File: config.mk
export PLATFORM = sky130hd
export DESIGN_NAME = text_stream_line_formatter_core
export DESIGN_NICKNAME = d
export VERILOG_FILES = /design/src/tslf_pkg.sv /design/src/tslf_char_enc.sv /design/src/text_stream_line_formatter_core.sv
export SDC_FILE = /design/constraint.sdc
export NUM_CORES = 1
export LEC_CHECK = 0
export ABC_AREA = 1
export ABC_CLOCK_PERIOD_IN_PS = 15200
export BUFFER_PORTS_ARGS = -buffer_cell sky130_fd_sc_hd__buf_2
export CAP_MARGIN = 10
export CORE_AREA = 2 2 113 115
export DETAILED_ROUTE_END_ITERATION = 10
export DIE_AREA = 0 0 115 117
export GPL_ROUTABILITY_DRIVEN = 0
export MAX_ROUTING_LAYER = met4
export PLACE_DENSITY = 0.81
export RECOVER_POWER = 50
export SYNTH_ARGS = -nofsm -noshare
export SYNTH_HDL_FRONTEND = slang
export SYNTH_SLANG_ARGS = --single-unit
File: constraint.sdc
create_clock -name aclk -period 15.2 [get_ports aclk]
set_clock_uncertainty 0.05 [all_clocks]
set_input_delay 4.56 -clock aclk [delete_from_list [all_inputs] [get_ports aclk]]
set_output_delay 4.56 -clock aclk [all_outputs]
set_load 0.05 [all_outputs]
File: src/tslf_pkg.sv
// ----------------------------------------------------------------------------
// tslf_pkg
// shared types, character codes and bcd helpers for the line formatter
// ----------------------------------------------------------------------------
package tslf_pkg;

    // width of the right-aligned line number field (1 to 10)
    localparam int NUMBER_FIELD_WIDTH = 6;
    localparam int BCD_DIGITS         = 10;
    localparam logic [39:0] LINE_NUMBER_MAX_BCD = 40'h21_4748_3647;

    localparam logic [3:0] FIELD_W = 4'(NUMBER_FIELD_WIDTH);

    // character codes
    localparam logic [7:0] CH_NL     = 8'h0a;
    localparam logic [7:0] CH_TAB    = 8'h09;
    localparam logic [7:0] CH_SPACE  = 8'h20;
    localparam logic [7:0] CH_DOLLAR = 8'h24;
    localparam logic [7:0] CH_CARET  = 8'h5e;
    localparam logic [7:0] CH_I      = 8'h49;
    localparam logic [7:0] CH_M      = 8'h4d;
    localparam logic [7:0] CH_DASH   = 8'h2d;
    localparam logic [7:0] CH_QMARK  = 8'h3f;
    localparam logic [7:0] CH_ZERO   = 8'h30;
    localparam logic [6:0] CH_DEL    = 7'h7f;

    // configuration register indexes
    typedef enum logic [7:0] {
        REG_NUMBER_NONBLANK  = 8'd0,
        REG_SHOW_ENDS        = 8'd1,
        REG_NUMBER_ALL       = 8'd2,
        REG_SQUEEZE_BLANK    = 8'd3,
        REG_SHOW_TABS        = 8'd4,
        REG_SHOW_NONPRINTING = 8'd5
    } reg_index_t;

    typedef struct packed {
        logic number_nonblank;
        logic show_ends;
        logic number_all;
        logic squeeze_blank;
        logic show_tabs;
        logic show_nonprinting;
    } mode_t;

    // expanded form of one data byte: up to four bytes, lowest index first
    typedef struct packed {
        logic [3:0][7:0] bytes;
        logic [2:0]      cnt;
    } chr_run_t;

    // number of significant digits, at least one
    function automatic logic [3:0] bcd_ndigits(input logic [39:0] v);
        logic [3:0] nd;
        nd = 4'd1;
        for (int i = 0; i < BCD_DIGITS; i++) begin
            if (v[4*i +: 4] != 4'd0) begin
                nd = 4'(i + 1);
            end
        end
        return nd;
    endfunction

    // saturating bcd increment
    function automatic logic [39:0] bcd_inc(input logic [39:0] v);
        logic [39:0] r;
        logic        carry;
        r     = v;
        carry = 1'b1;
        if (v < LINE_NUMBER_MAX_BCD) begin
            for (int i = 0; i < BCD_DIGITS; i++) begin
                if (carry) begin
                    if (v[4*i +: 4] >= 4'd9) begin
                        r[4*i +: 4] = 4'd0;
                    end else begin
                        r[4*i +: 4] = v[4*i +: 4] + 4'd1;
                        carry       = 1'b0;
                    end
                end
            end
        end
        return r;
    endfunction

endpackage

File: src/tslf_char_enc.sv
// ----------------------------------------------------------------------------
// tslf_char_enc
// expands one data byte into its visible form ($, ^I, caret and M- notation)
// ----------------------------------------------------------------------------
module tslf_char_enc (
    input  logic [7:0]        data_byte,
    input  tslf_pkg::mode_t   mode,
    output tslf_pkg::chr_run_t run
);

    logic [6:0] low;

    always_comb begin
        run.bytes = '0;
        run.cnt   = 3'd1;
        low       = data_byte[6:0];
        if (data_byte == tslf_pkg::CH_NL) begin
            if (mode.show_ends) begin
                run.bytes[0] = tslf_pkg::CH_DOLLAR;
                run.bytes[1] = tslf_pkg::CH_NL;
                run.cnt      = 3'd2;
            end else begin
                run.bytes[0] = tslf_pkg::CH_NL;
            end
        end else if (data_byte == tslf_pkg::CH_TAB &&
                     (mode.show_tabs || mode.show_nonprinting)) begin
            if (mode.show_tabs) begin
                run.bytes[0] = tslf_pkg::CH_CARET;
                run.bytes[1] = tslf_pkg::CH_I;
                run.cnt      = 3'd2;
            end else begin
                run.bytes[0] = tslf_pkg::CH_TAB;
            end
        end else if (!mode.show_nonprinting) begin
            run.bytes[0] = data_byte;
        end else if (data_byte[7]) begin
            // high byte: M- then the form of the low seven bits
            run.bytes[0] = tslf_pkg::CH_M;
            run.bytes[1] = tslf_pkg::CH_DASH;
            if (low < 7'd32) begin
                run.bytes[2] = tslf_pkg::CH_CARET;
                run.bytes[3] = {1'b0, low} + 8'd64;
                run.cnt      = 3'd4;
            end else if (low == tslf_pkg::CH_DEL) begin
                run.bytes[2] = tslf_pkg::CH_CARET;
                run.bytes[3] = tslf_pkg::CH_QMARK;
                run.cnt      = 3'd4;
            end else begin
                run.bytes[2] = {1'b0, low};
                run.cnt      = 3'd3;
            end
        end else begin
            if (low < 7'd32) begin
                run.bytes[0] = tslf_pkg::CH_CARET;
                run.bytes[1] = {1'b0, low} + 8'd64;
                run.cnt      = 3'd2;
            end else if (low == tslf_pkg::CH_DEL) begin
                run.bytes[0] = tslf_pkg::CH_CARET;
                run.bytes[1] = tslf_pkg::CH_QMARK;
                run.cnt      = 3'd2;
            end else begin
                run.bytes[0] = data_byte;
            end
        end
    end

endmodule

File: src/text_stream_line_formatter_core.sv
// ----------------------------------------------------------------------------
// text_stream_line_formatter_core
// byte stream reformatter: blank line squeezing, line numbering, visible ends,
// tabs and control bytes
// ----------------------------------------------------------------------------
//  channel  direction  ports                          payload
//  s_       in         s_tvalid s_tready s_tdata      data_byte [7:0]
//  m_       out        m_tvalid m_tready m_tdata      out_byte [7:0]
//                      m_tlast                        last_of_run
//  cfg_     in         cfg_valid cfg_ready            cfg_index, cfg_data
//
// each input byte becomes a run of 0 to 15 output bytes, one per cycle on m_
// while m_tready is high, and then a byte is taken every cycle while runs are
// one byte long; a longer run (line number or escape form) holds s_tready
// low until its last transfer. the run register sits between the sides, so
// the next byte is taken in the same cycle as the current run's last transfer.
// reset (aresetn low, synchronous) clears all modes, starts at line 1.
// cfg_ready is always high; writes take effect from the next input byte.
// ----------------------------------------------------------------------------
module text_stream_line_formatter_core (
    input  logic       aclk,
    input  logic       aresetn,

    input  logic       s_tvalid,
    output logic       s_tready,
    input  logic [7:0] s_tdata,    // [7:0] data_byte

    output logic       m_tvalid,
    input  logic       m_tready,
    output logic [7:0] m_tdata,    // [7:0] out_byte
    output logic       m_tlast,    // last_of_run

    input  logic       cfg_valid,
    output logic       cfg_ready,
    input  logic [7:0] cfg_index,
    input  logic       cfg_data
);

    // mode and line state
    tslf_pkg::mode_t mode_reg;
    logic            at_start_reg, at_start_next;
    logic [1:0]      nl_run_reg, nl_run_next;
    logic [39:0]     line_num_reg, line_num_next;

    // run register: everything needed to serialize one run
    logic                 run_vld_reg, run_vld_next;
    logic                 run_num_en_reg;
    logic [9:0][3:0]      run_digits_reg;
    logic [3:0]           run_nd_reg;
    tslf_pkg::chr_run_t   run_chr_reg;
    logic [3:0]           pos_reg, pos_next;

    tslf_pkg::chr_run_t   chr_run;
    logic                 s_acc, m_acc;
    logic                 is_nl, drop, num_en;

    // output side
    logic [3:0] pad, num_len, run_len, digit_k;
    logic [3:0] chr_off;

    assign cfg_ready = 1'b1;

    // ------------------------------------------------------------------------
    // configuration
    // ------------------------------------------------------------------------
    always_ff @(posedge aclk) begin
        if (!aresetn) begin
            mode_reg <= '0;
        end else if (cfg_valid && cfg_ready) begin
            unique case (cfg_index)
                tslf_pkg::REG_NUMBER_NONBLANK:  mode_reg.number_nonblank  <= cfg_data;
                tslf_pkg::REG_SHOW_ENDS:        mode_reg.show_ends        <= cfg_data;
                tslf_pkg::REG_NUMBER_ALL:       mode_reg.number_all       <= cfg_data;
                tslf_pkg::REG_SQUEEZE_BLANK:    mode_reg.squeeze_blank    <= cfg_data;
                tslf_pkg::REG_SHOW_TABS:        mode_reg.show_tabs        <= cfg_data;
                tslf_pkg::REG_SHOW_NONPRINTING: mode_reg.show_nonprinting <= cfg_data;
                default: ;  // unknown index: ignored
            endcase
        end
    end

    // ------------------------------------------------------------------------
    // input side: decide the run for the incoming byte
    // ------------------------------------------------------------------------
    tslf_char_enc u_char_enc (
        .data_byte (s_tdata),
        .mode      (mode_reg),
        .run       (chr_run)
    );

    assign s_tready = !run_vld_reg || (m_tready && m_tlast);
    assign s_acc    = s_tvalid && s_tready;
    assign m_acc    = m_tvalid && m_tready;

    assign is_nl = (s_tdata == tslf_pkg::CH_NL);
    // third newline in a row at line start is a repeated blank line
    assign drop  = at_start_reg && mode_reg.squeeze_blank && is_nl && (nl_run_reg == 2'd2);
    // nonblank numbering overrides numbering of all lines
    assign num_en = at_start_reg && !drop &&
                    (mode_reg.number_nonblank ? !is_nl : mode_reg.number_all);

    always_comb begin
        at_start_next = at_start_reg;
        nl_run_next   = nl_run_reg;
        line_num_next = line_num_reg;
        run_vld_next  = run_vld_reg;
        pos_next      = pos_reg;
        if (s_acc) begin
            // a squeezed byte yields nothing and leaves the line state alone
            run_vld_next = !drop;
            pos_next     = 4'd0;
            if (!drop) begin
                at_start_next = is_nl;
                if (is_nl) begin
                    nl_run_next = (nl_run_reg == 2'd2) ? 2'd2 : nl_run_reg + 2'd1;
                end else begin
                    nl_run_next = 2'd0;
                end
                if (num_en) begin
                    line_num_next = tslf_pkg::bcd_inc(line_num_reg);
                end
            end
        end else if (m_acc) begin
            if (m_tlast) begin
                run_vld_next = 1'b0;
            end else begin
                pos_next = pos_reg + 4'd1;
            end
        end
    end

    always_ff @(posedge aclk) begin
        if (!aresetn) begin
            at_start_reg <= 1'b1;
            nl_run_reg   <= 2'd1;
            line_num_reg <= 40'd1;
            run_vld_reg  <= 1'b0;
            pos_reg      <= 4'd0;
        end else begin
            at_start_reg <= at_start_next;
            nl_run_reg   <= nl_run_next;
            line_num_reg <= line_num_next;
            run_vld_reg  <= run_vld_next;
            pos_reg      <= pos_next;
        end
    end

    // run payload, no reset needed
    always_ff @(posedge aclk) begin
        if (s_acc) begin
            run_num_en_reg <= num_en;
            run_digits_reg <= line_num_reg;
            run_nd_reg     <= tslf_pkg::bcd_ndigits(line_num_reg);
            run_chr_reg    <= chr_run;
        end
    end

    // ------------------------------------------------------------------------
    // output side: number field (pad, digits, tab) then the expanded byte
    // ------------------------------------------------------------------------
    assign pad     = (tslf_pkg::FIELD_W > run_nd_reg) ? tslf_pkg::FIELD_W - run_nd_reg : 4'd0;
    assign num_len = run_num_en_reg ? pad + run_nd_reg + 4'd1 : 4'd0;
    assign run_len = num_len + {1'b0, run_chr_reg.cnt};
    assign digit_k = run_nd_reg - 4'd1 - (pos_reg - pad);
    assign chr_off = pos_reg - num_len;

    always_comb begin
        if (pos_reg < num_len) begin
            if (pos_reg < pad) begin
                m_tdata = tslf_pkg::CH_SPACE;
            end else if (pos_reg == num_len - 4'd1) begin
                m_tdata = tslf_pkg::CH_TAB;
            end else begin
                m_tdata = {tslf_pkg::CH_ZERO[7:4], run_digits_reg[digit_k]};
            end
        end else begin
            m_tdata = run_chr_reg.bytes[chr_off[1:0]];
        end
    end

    assign m_tvalid = run_vld_reg;
    assign m_tlast  = (pos_reg == run_len - 4'd1);

    // ------------------------------------------------------------------------
    // assertions
    // ------------------------------------------------------------------------
    // serializer position stays inside the run
    a_pos_in_run: assert property (@(posedge aclk) disable iff (!aresetn)
        run_vld_reg |-> (pos_reg < run_len))
        else $error("run position beyond run length");

    // line number saturates
    a_line_sat: assert property (@(posedge aclk) disable iff (!aresetn)
        line_num_reg <= tslf_pkg::LINE_NUMBER_MAX_BCD)
        else $error("line number above saturation value");

    // a newline always leaves the block at line start
    a_nl_start: assert property (@(posedge aclk) disable iff (!aresetn)
        (s_acc && is_nl) |=> at_start_reg)
        else $error("newline did not set line start");

    // a squeezed newline changes no line state
    a_drop_hold: assert property (@(posedge aclk) disable iff (!aresetn)
        (s_acc && drop) |=> ($stable(line_num_reg) && nl_run_reg == 2'd2 && !run_vld_reg))
        else $error("squeezed newline changed state or made a run");

    // newline run counter never holds the unused code
    a_nl_run: assert property (@(posedge aclk) disable iff (!aresetn)
        nl_run_reg != 2'd3)
        else $error("newline run counter out of range");

endmodule
; ---- After elaboration in Yosys (flattened, before gate mapping)
; Cells that the tools add are included.
[op_classes]
bitwise = 5
reduce_logical = 49
muxes = 105
n_lt_le_gt_ge = 17
eq_ne = 11
addsub = 23
[op_table]
columns = op, count
row1 = 19-bit 2-to-1 mux, 4
row2 = 4-bit 2-to-1 mux, 19
row3 = 1-bit 2-to-1 mux, 57
row4 = "4-bit by 1-bit adder with 4-bit output, second input constant", 12
row5 = 5-bit AND reduction, 9
row6 = "4-bit >= comparator, second input constant", 10
row7 = "40-bit by 38-bit < comparator with 1-bit output, second input constant", 1
row8 = 4-bit nonzero test, 9
row9 = 8-bit 2-to-1 mux, 4
row10 = 6-bit 2-to-1 mux, 4
row11 = 7-bit 2-to-1 mux, 3
row12 = 2-bit AND reduction, 9
row13 = 4-bit binary-select mux with 4-bit select, 1
row14 = 8-bit binary-select mux with 2-bit select, 1
row15 = "8-bit by 2-bit equality test with 1-bit output, second input constant", 2
row16 = "8-bit by 3-bit equality test with 1-bit output, second input constant", 2
row17 = "8-bit by 4-bit equality test with 1-bit output, second input constant", 2
row18 = 16-bit 2-to-1 mux, 1
row19 = 2-bit 2-to-1 mux, 8
row20 = "4-bit by 1-bit subtractor with 4-bit output, second input constant", 3
row21 = 1-bit logical AND, 9
row22 = 3-bit 2-to-1 mux, 3
row23 = "7-bit by 7-bit adder with 8-bit output, second input constant", 1
row24 = 4-bit equality test, 2
row25 = 24 further kinds, 34
[totals]
ff_bits = 134
output_inout_bits = 12
inputBits = 22
wordCells = 249

; ---- Logic depth before layout (Yosys ltp)
[logic_depth]
ltp_word = 53
mapped_depth = 24
ltp_nobuf = 24

; ---- By module
; Synthesis repeated with hierarchy kept, for this count alone.
[hier_totals]
hier_cells = 939
hier_area_um2 = 8041.5
[by_module_without_submodules]
columns = module, n_inst, cells_per_inst, seq_area_each_um2, area_per_inst_um2
row1 = text_stream_line_formatter_core, 1, 827, 3483.3, 7482.2
row2 = tslf_char_enc, 1, 112, 0.0, 559.3

; ---- Worst setup path after synthesis
; Ideal clock, no wire load.
[synth_timing]
path_kind = input-to-output
startpoint = input port m_tready
endpoint = output port s_tready
path_buffers = 0
stages = 2
required_time_ns = 10.590
path_slack_ns = 5.769
arrival_ns = 4.821
cell_sequence = nand3_2 nand2_4
[synth_via]
elab_chain_len = 2
[synth_rtl]
columns = item, line
row1 = "start, declared", text_stream_line_formatter_core.sv:29  ; input logic m_tready,
row2 = 1-bit logical AND, text_stream_line_formatter_core.sv:91  ; assign s_tready = !run_vld_reg || (m_tready && m_tlast);
row3 = 1-bit logical OR, text_stream_line_formatter_core.sv:91
row4 = "end, declared", text_stream_line_formatter_core.sv:25  ; output logic s_tready,
; Every way passes these cells.

; ---- Worst setup path after layout
; Same ends and word-level chain as after synthesis.

==> impl_metrics.ini <==
[floorplan]
die_area_sq_um = 13500
core-area_sq_um = 12300
die_height_microns = 117
fp-row-count = 41
die_w_microns = 115
io_pins = 34
initial_core_util_pct = 63.4

[global_routing]
antenna_found_initial = 0
grt_use_met1_pct = 35.0
grt_util_met2_pct = 44.0
grt_max_degree = 80
grt_pass1_vias = 5799
grt_pass1_wl_mm = 27.8
gr-usage-met3_pct = 5.72
grt_usage_pct = 27.4
overflow = 0
top_usage_layer = met2

[synth]
synth-main-ff-cell = edfxtp_1
async_reset_ff_share_pct = 0
synth-edff-count = 79
synth_area_sq_um = 7800
yosysSeqAreaShare_pct = 44.3
ys_warn_count = 0
syn_inst = 926
syn_avg_cell_area_sq_um = 8.43
ys_types = 55
synth_seq_cells = 133

[worst_hold_path]
min_path_type = reg2reg

[clock_tree]
postCtsSetupBuffers = 0
clkSinkCount = 133
root_buffer = clkbuf_16
clkTransAtPathRegs_ns = 0.06
post_cts_resized = 0
ctsHoldBuffers = 0
cts.path.max_buffers = 2
htree_levels = 4
clock_latency_ns = 0.43
cts_tree = yes
cts_made_buffers = 17

[power]
powerDensity_nw_per_um2 = 113
leakagePower_nw = 3.71
ir_drop_uv = 70.1

[timing]
tns_ns = 0
setup_violations = 0
fin_ws_ns = 5.35
slew-limit-headroom_pct = -173
fmaxAchievable_mhz = 102
min_period_over_period_pct = 64.8
finalCriticalPeriod_ns = 9.85
drv_slew = 80
rsz0062_at_grt = false
hold_ws_ns = 0.415
finalHoldViolCount = 0
tightest_slew_ns = 4.09

[placement]
pre_cts_slack_ns = 5.47
portBuffers = 32
dp_hpwl_mm = 11.5
placed_area_sq_um = 8050

[worst_setup_path]
crit_arrival_ns = 5.24
path_cells = clkbuf_1 -> nand3_2 -> nand2_1 -> buf_2
cp-start-kind = input port
slowest_stage = buf_2
cp_max_fo = 5
critPathRequiredTime_ns = 10.59
end_kind = output port
max_stage_delay_ns = 0.30
crit_type = in2out

[drt]
wl_per_cell_microns = 14.9
drt-total-wl_mm = 16.7
drc_errors = 0
vias_per_cell = 5.70
detail-route-antenna-nets = 0
drtIter0Drc = 614
vias = 6380
dr.pass1.iters = 5

[status]
status = finished, violations left
violations = max-capacitance violations, max-slew violations

[finish]
fill_cells = 933
diodes = 0
nNetsFinal = 1041
areaGrowthSynthToFinish_pct = 10.6
final_cell_area_sq_um = 8630
drive_gt1_share_pct = 7.32

[run]
maxCapViolCount = 1
kinds of logic after synthesis:
group,count (synthesis),synth area share [%]
compound gates,191,13.8
xor+xnor,26,2.92
fa+ha+maj,62,10.5
buf+inv,171,8.59
flops,133,44.3
other cells,2,0.0962
simple gates,341,19.8
worst max-delay path, delay by kind of cell:
kind,cells,cell delay (ns)
buffers and inverters,2,0.42
AND/OR/NAND/NOR,2,0.26
layout by cell type (no fill, tap or decap), types with 4 or more instances in the layout:
cell	n
nand3_1	66
a221o_1	5
dfxtp_1	54
clkbuf_16	17
nand4_1	6
ha_1	56
xor2_1	19
a21oi_1	77
xnor2_1	7
a31oi_1	5
nor3_1	11
clkinv_2	4
o211ai_1	6
nor4_1	9
nor2_1	89
bufinv_16	4
edfxtp_1	79
fa_1	6
nand2_1	141
clkbuf_1	8
o22ai_1	6
clkinv_1	4
o21ai_0	58
inv_1	145
buf_2	26
a311oi_1	4
o31ai_1	4
o21ai_1	12
layer usage:
layer | vias to the layer above | wire [microns]
met5 | - | 0
met4 | 0 | 289
met3 | 31 | 975
met2 | 202 | 7930
met1 | 2976 | 7500
li1 | 3171 | -
area by class of cell:
| type | count | area (sq um) | area share, % |
|---|---|---|---|
| Inverter | 149 | 559 | 6.48 |
| Timing Repair Buffer | 33 | 156 | 1.81 |
| Clock inverter | 14 | 185 | 2.15 |
| Multi-Input combinational cell | 623 | 3660 | 42.4 |
| Tap cell | 150 | 188 | 2.17 |
| Sequential cell | 133 | 3450 | 40.0 |
| Clock buffer | 18 | 429 | 4.97 |
path summary, 6_finish.rpt:
| kind | from | to | slack (ns) | depth (start not counted) |
|---|---|---|---|---|
| worst max-delay path | m_tready | s_tready | 5.35 | 4 |
| worst min register to register | mode_reg[3] | mode_reg[3] | 0.41 | 2 |
| worst min-delay path | mode_reg[3] | mode_reg[3] | 0.41 | 2 |
| worst max register to register | run_nd_reg[0] | run_digits_reg[18] | 8.27 | 16 |
metrics by stage:
step	std cells	power [mW]	util [%]
finish	1120	0.971	70.1
global route	1120	1.01	70.1
CTS	1120	0.974	70.4
detailed placement	1088	0.549	65.4
global placement	1088	0.546	65.4
floorplan	927	0.514	-
cell usage after synthesis (2+ instances only):
cell type,number,area share (%)
nand4_1,6,0.48
buf_6,3,0.43
a21oi_1,77,4.9
a31oi_1,5,0.40
dfxtp_1,54,14
nand3_2,2,0.26
xnor2_1,7,0.79
o21ai_1,12,0.77
o21ai_0,58,3.7
a221o_1,5,0.64
clkbuf_1,16,0.77
nor2_4,3,0.43
nand3_1,66,4.2
clkinv_1,2,0.096
nor3_1,11,0.71
a211oi_1,3,0.29
xor2_1,19,2.1
clkbuf_2,2,0.13
nor2_2,2,0.16
a22oi_1,2,0.19
ha_1,56,9.0
conb_1,2,0.096
inv_1,146,7.0
a311oi_1,4,0.45
o22ai_1,6,0.48
o31ai_1,4,0.38
nand2_2,3,0.24
fa_1,6,1.5
nor4_1,8,0.64
nand2_1,140,6.7
nor2_1,88,4.2
edfxtp_1,79,30
o211ai_1,6,0.58
or2_2,2,0.16
power by group:
group          switching (mW)  internal [mW]  total (mW)  leakage (nW)
logic                  0.0986         0.0388       0.137          2.21
clock network           0.155          0.273       0.427         0.297
registers             0.00616          0.400       0.407          1.21
total                   0.259          0.712       0.971          3.71
(Power assumes the default switching activity.)
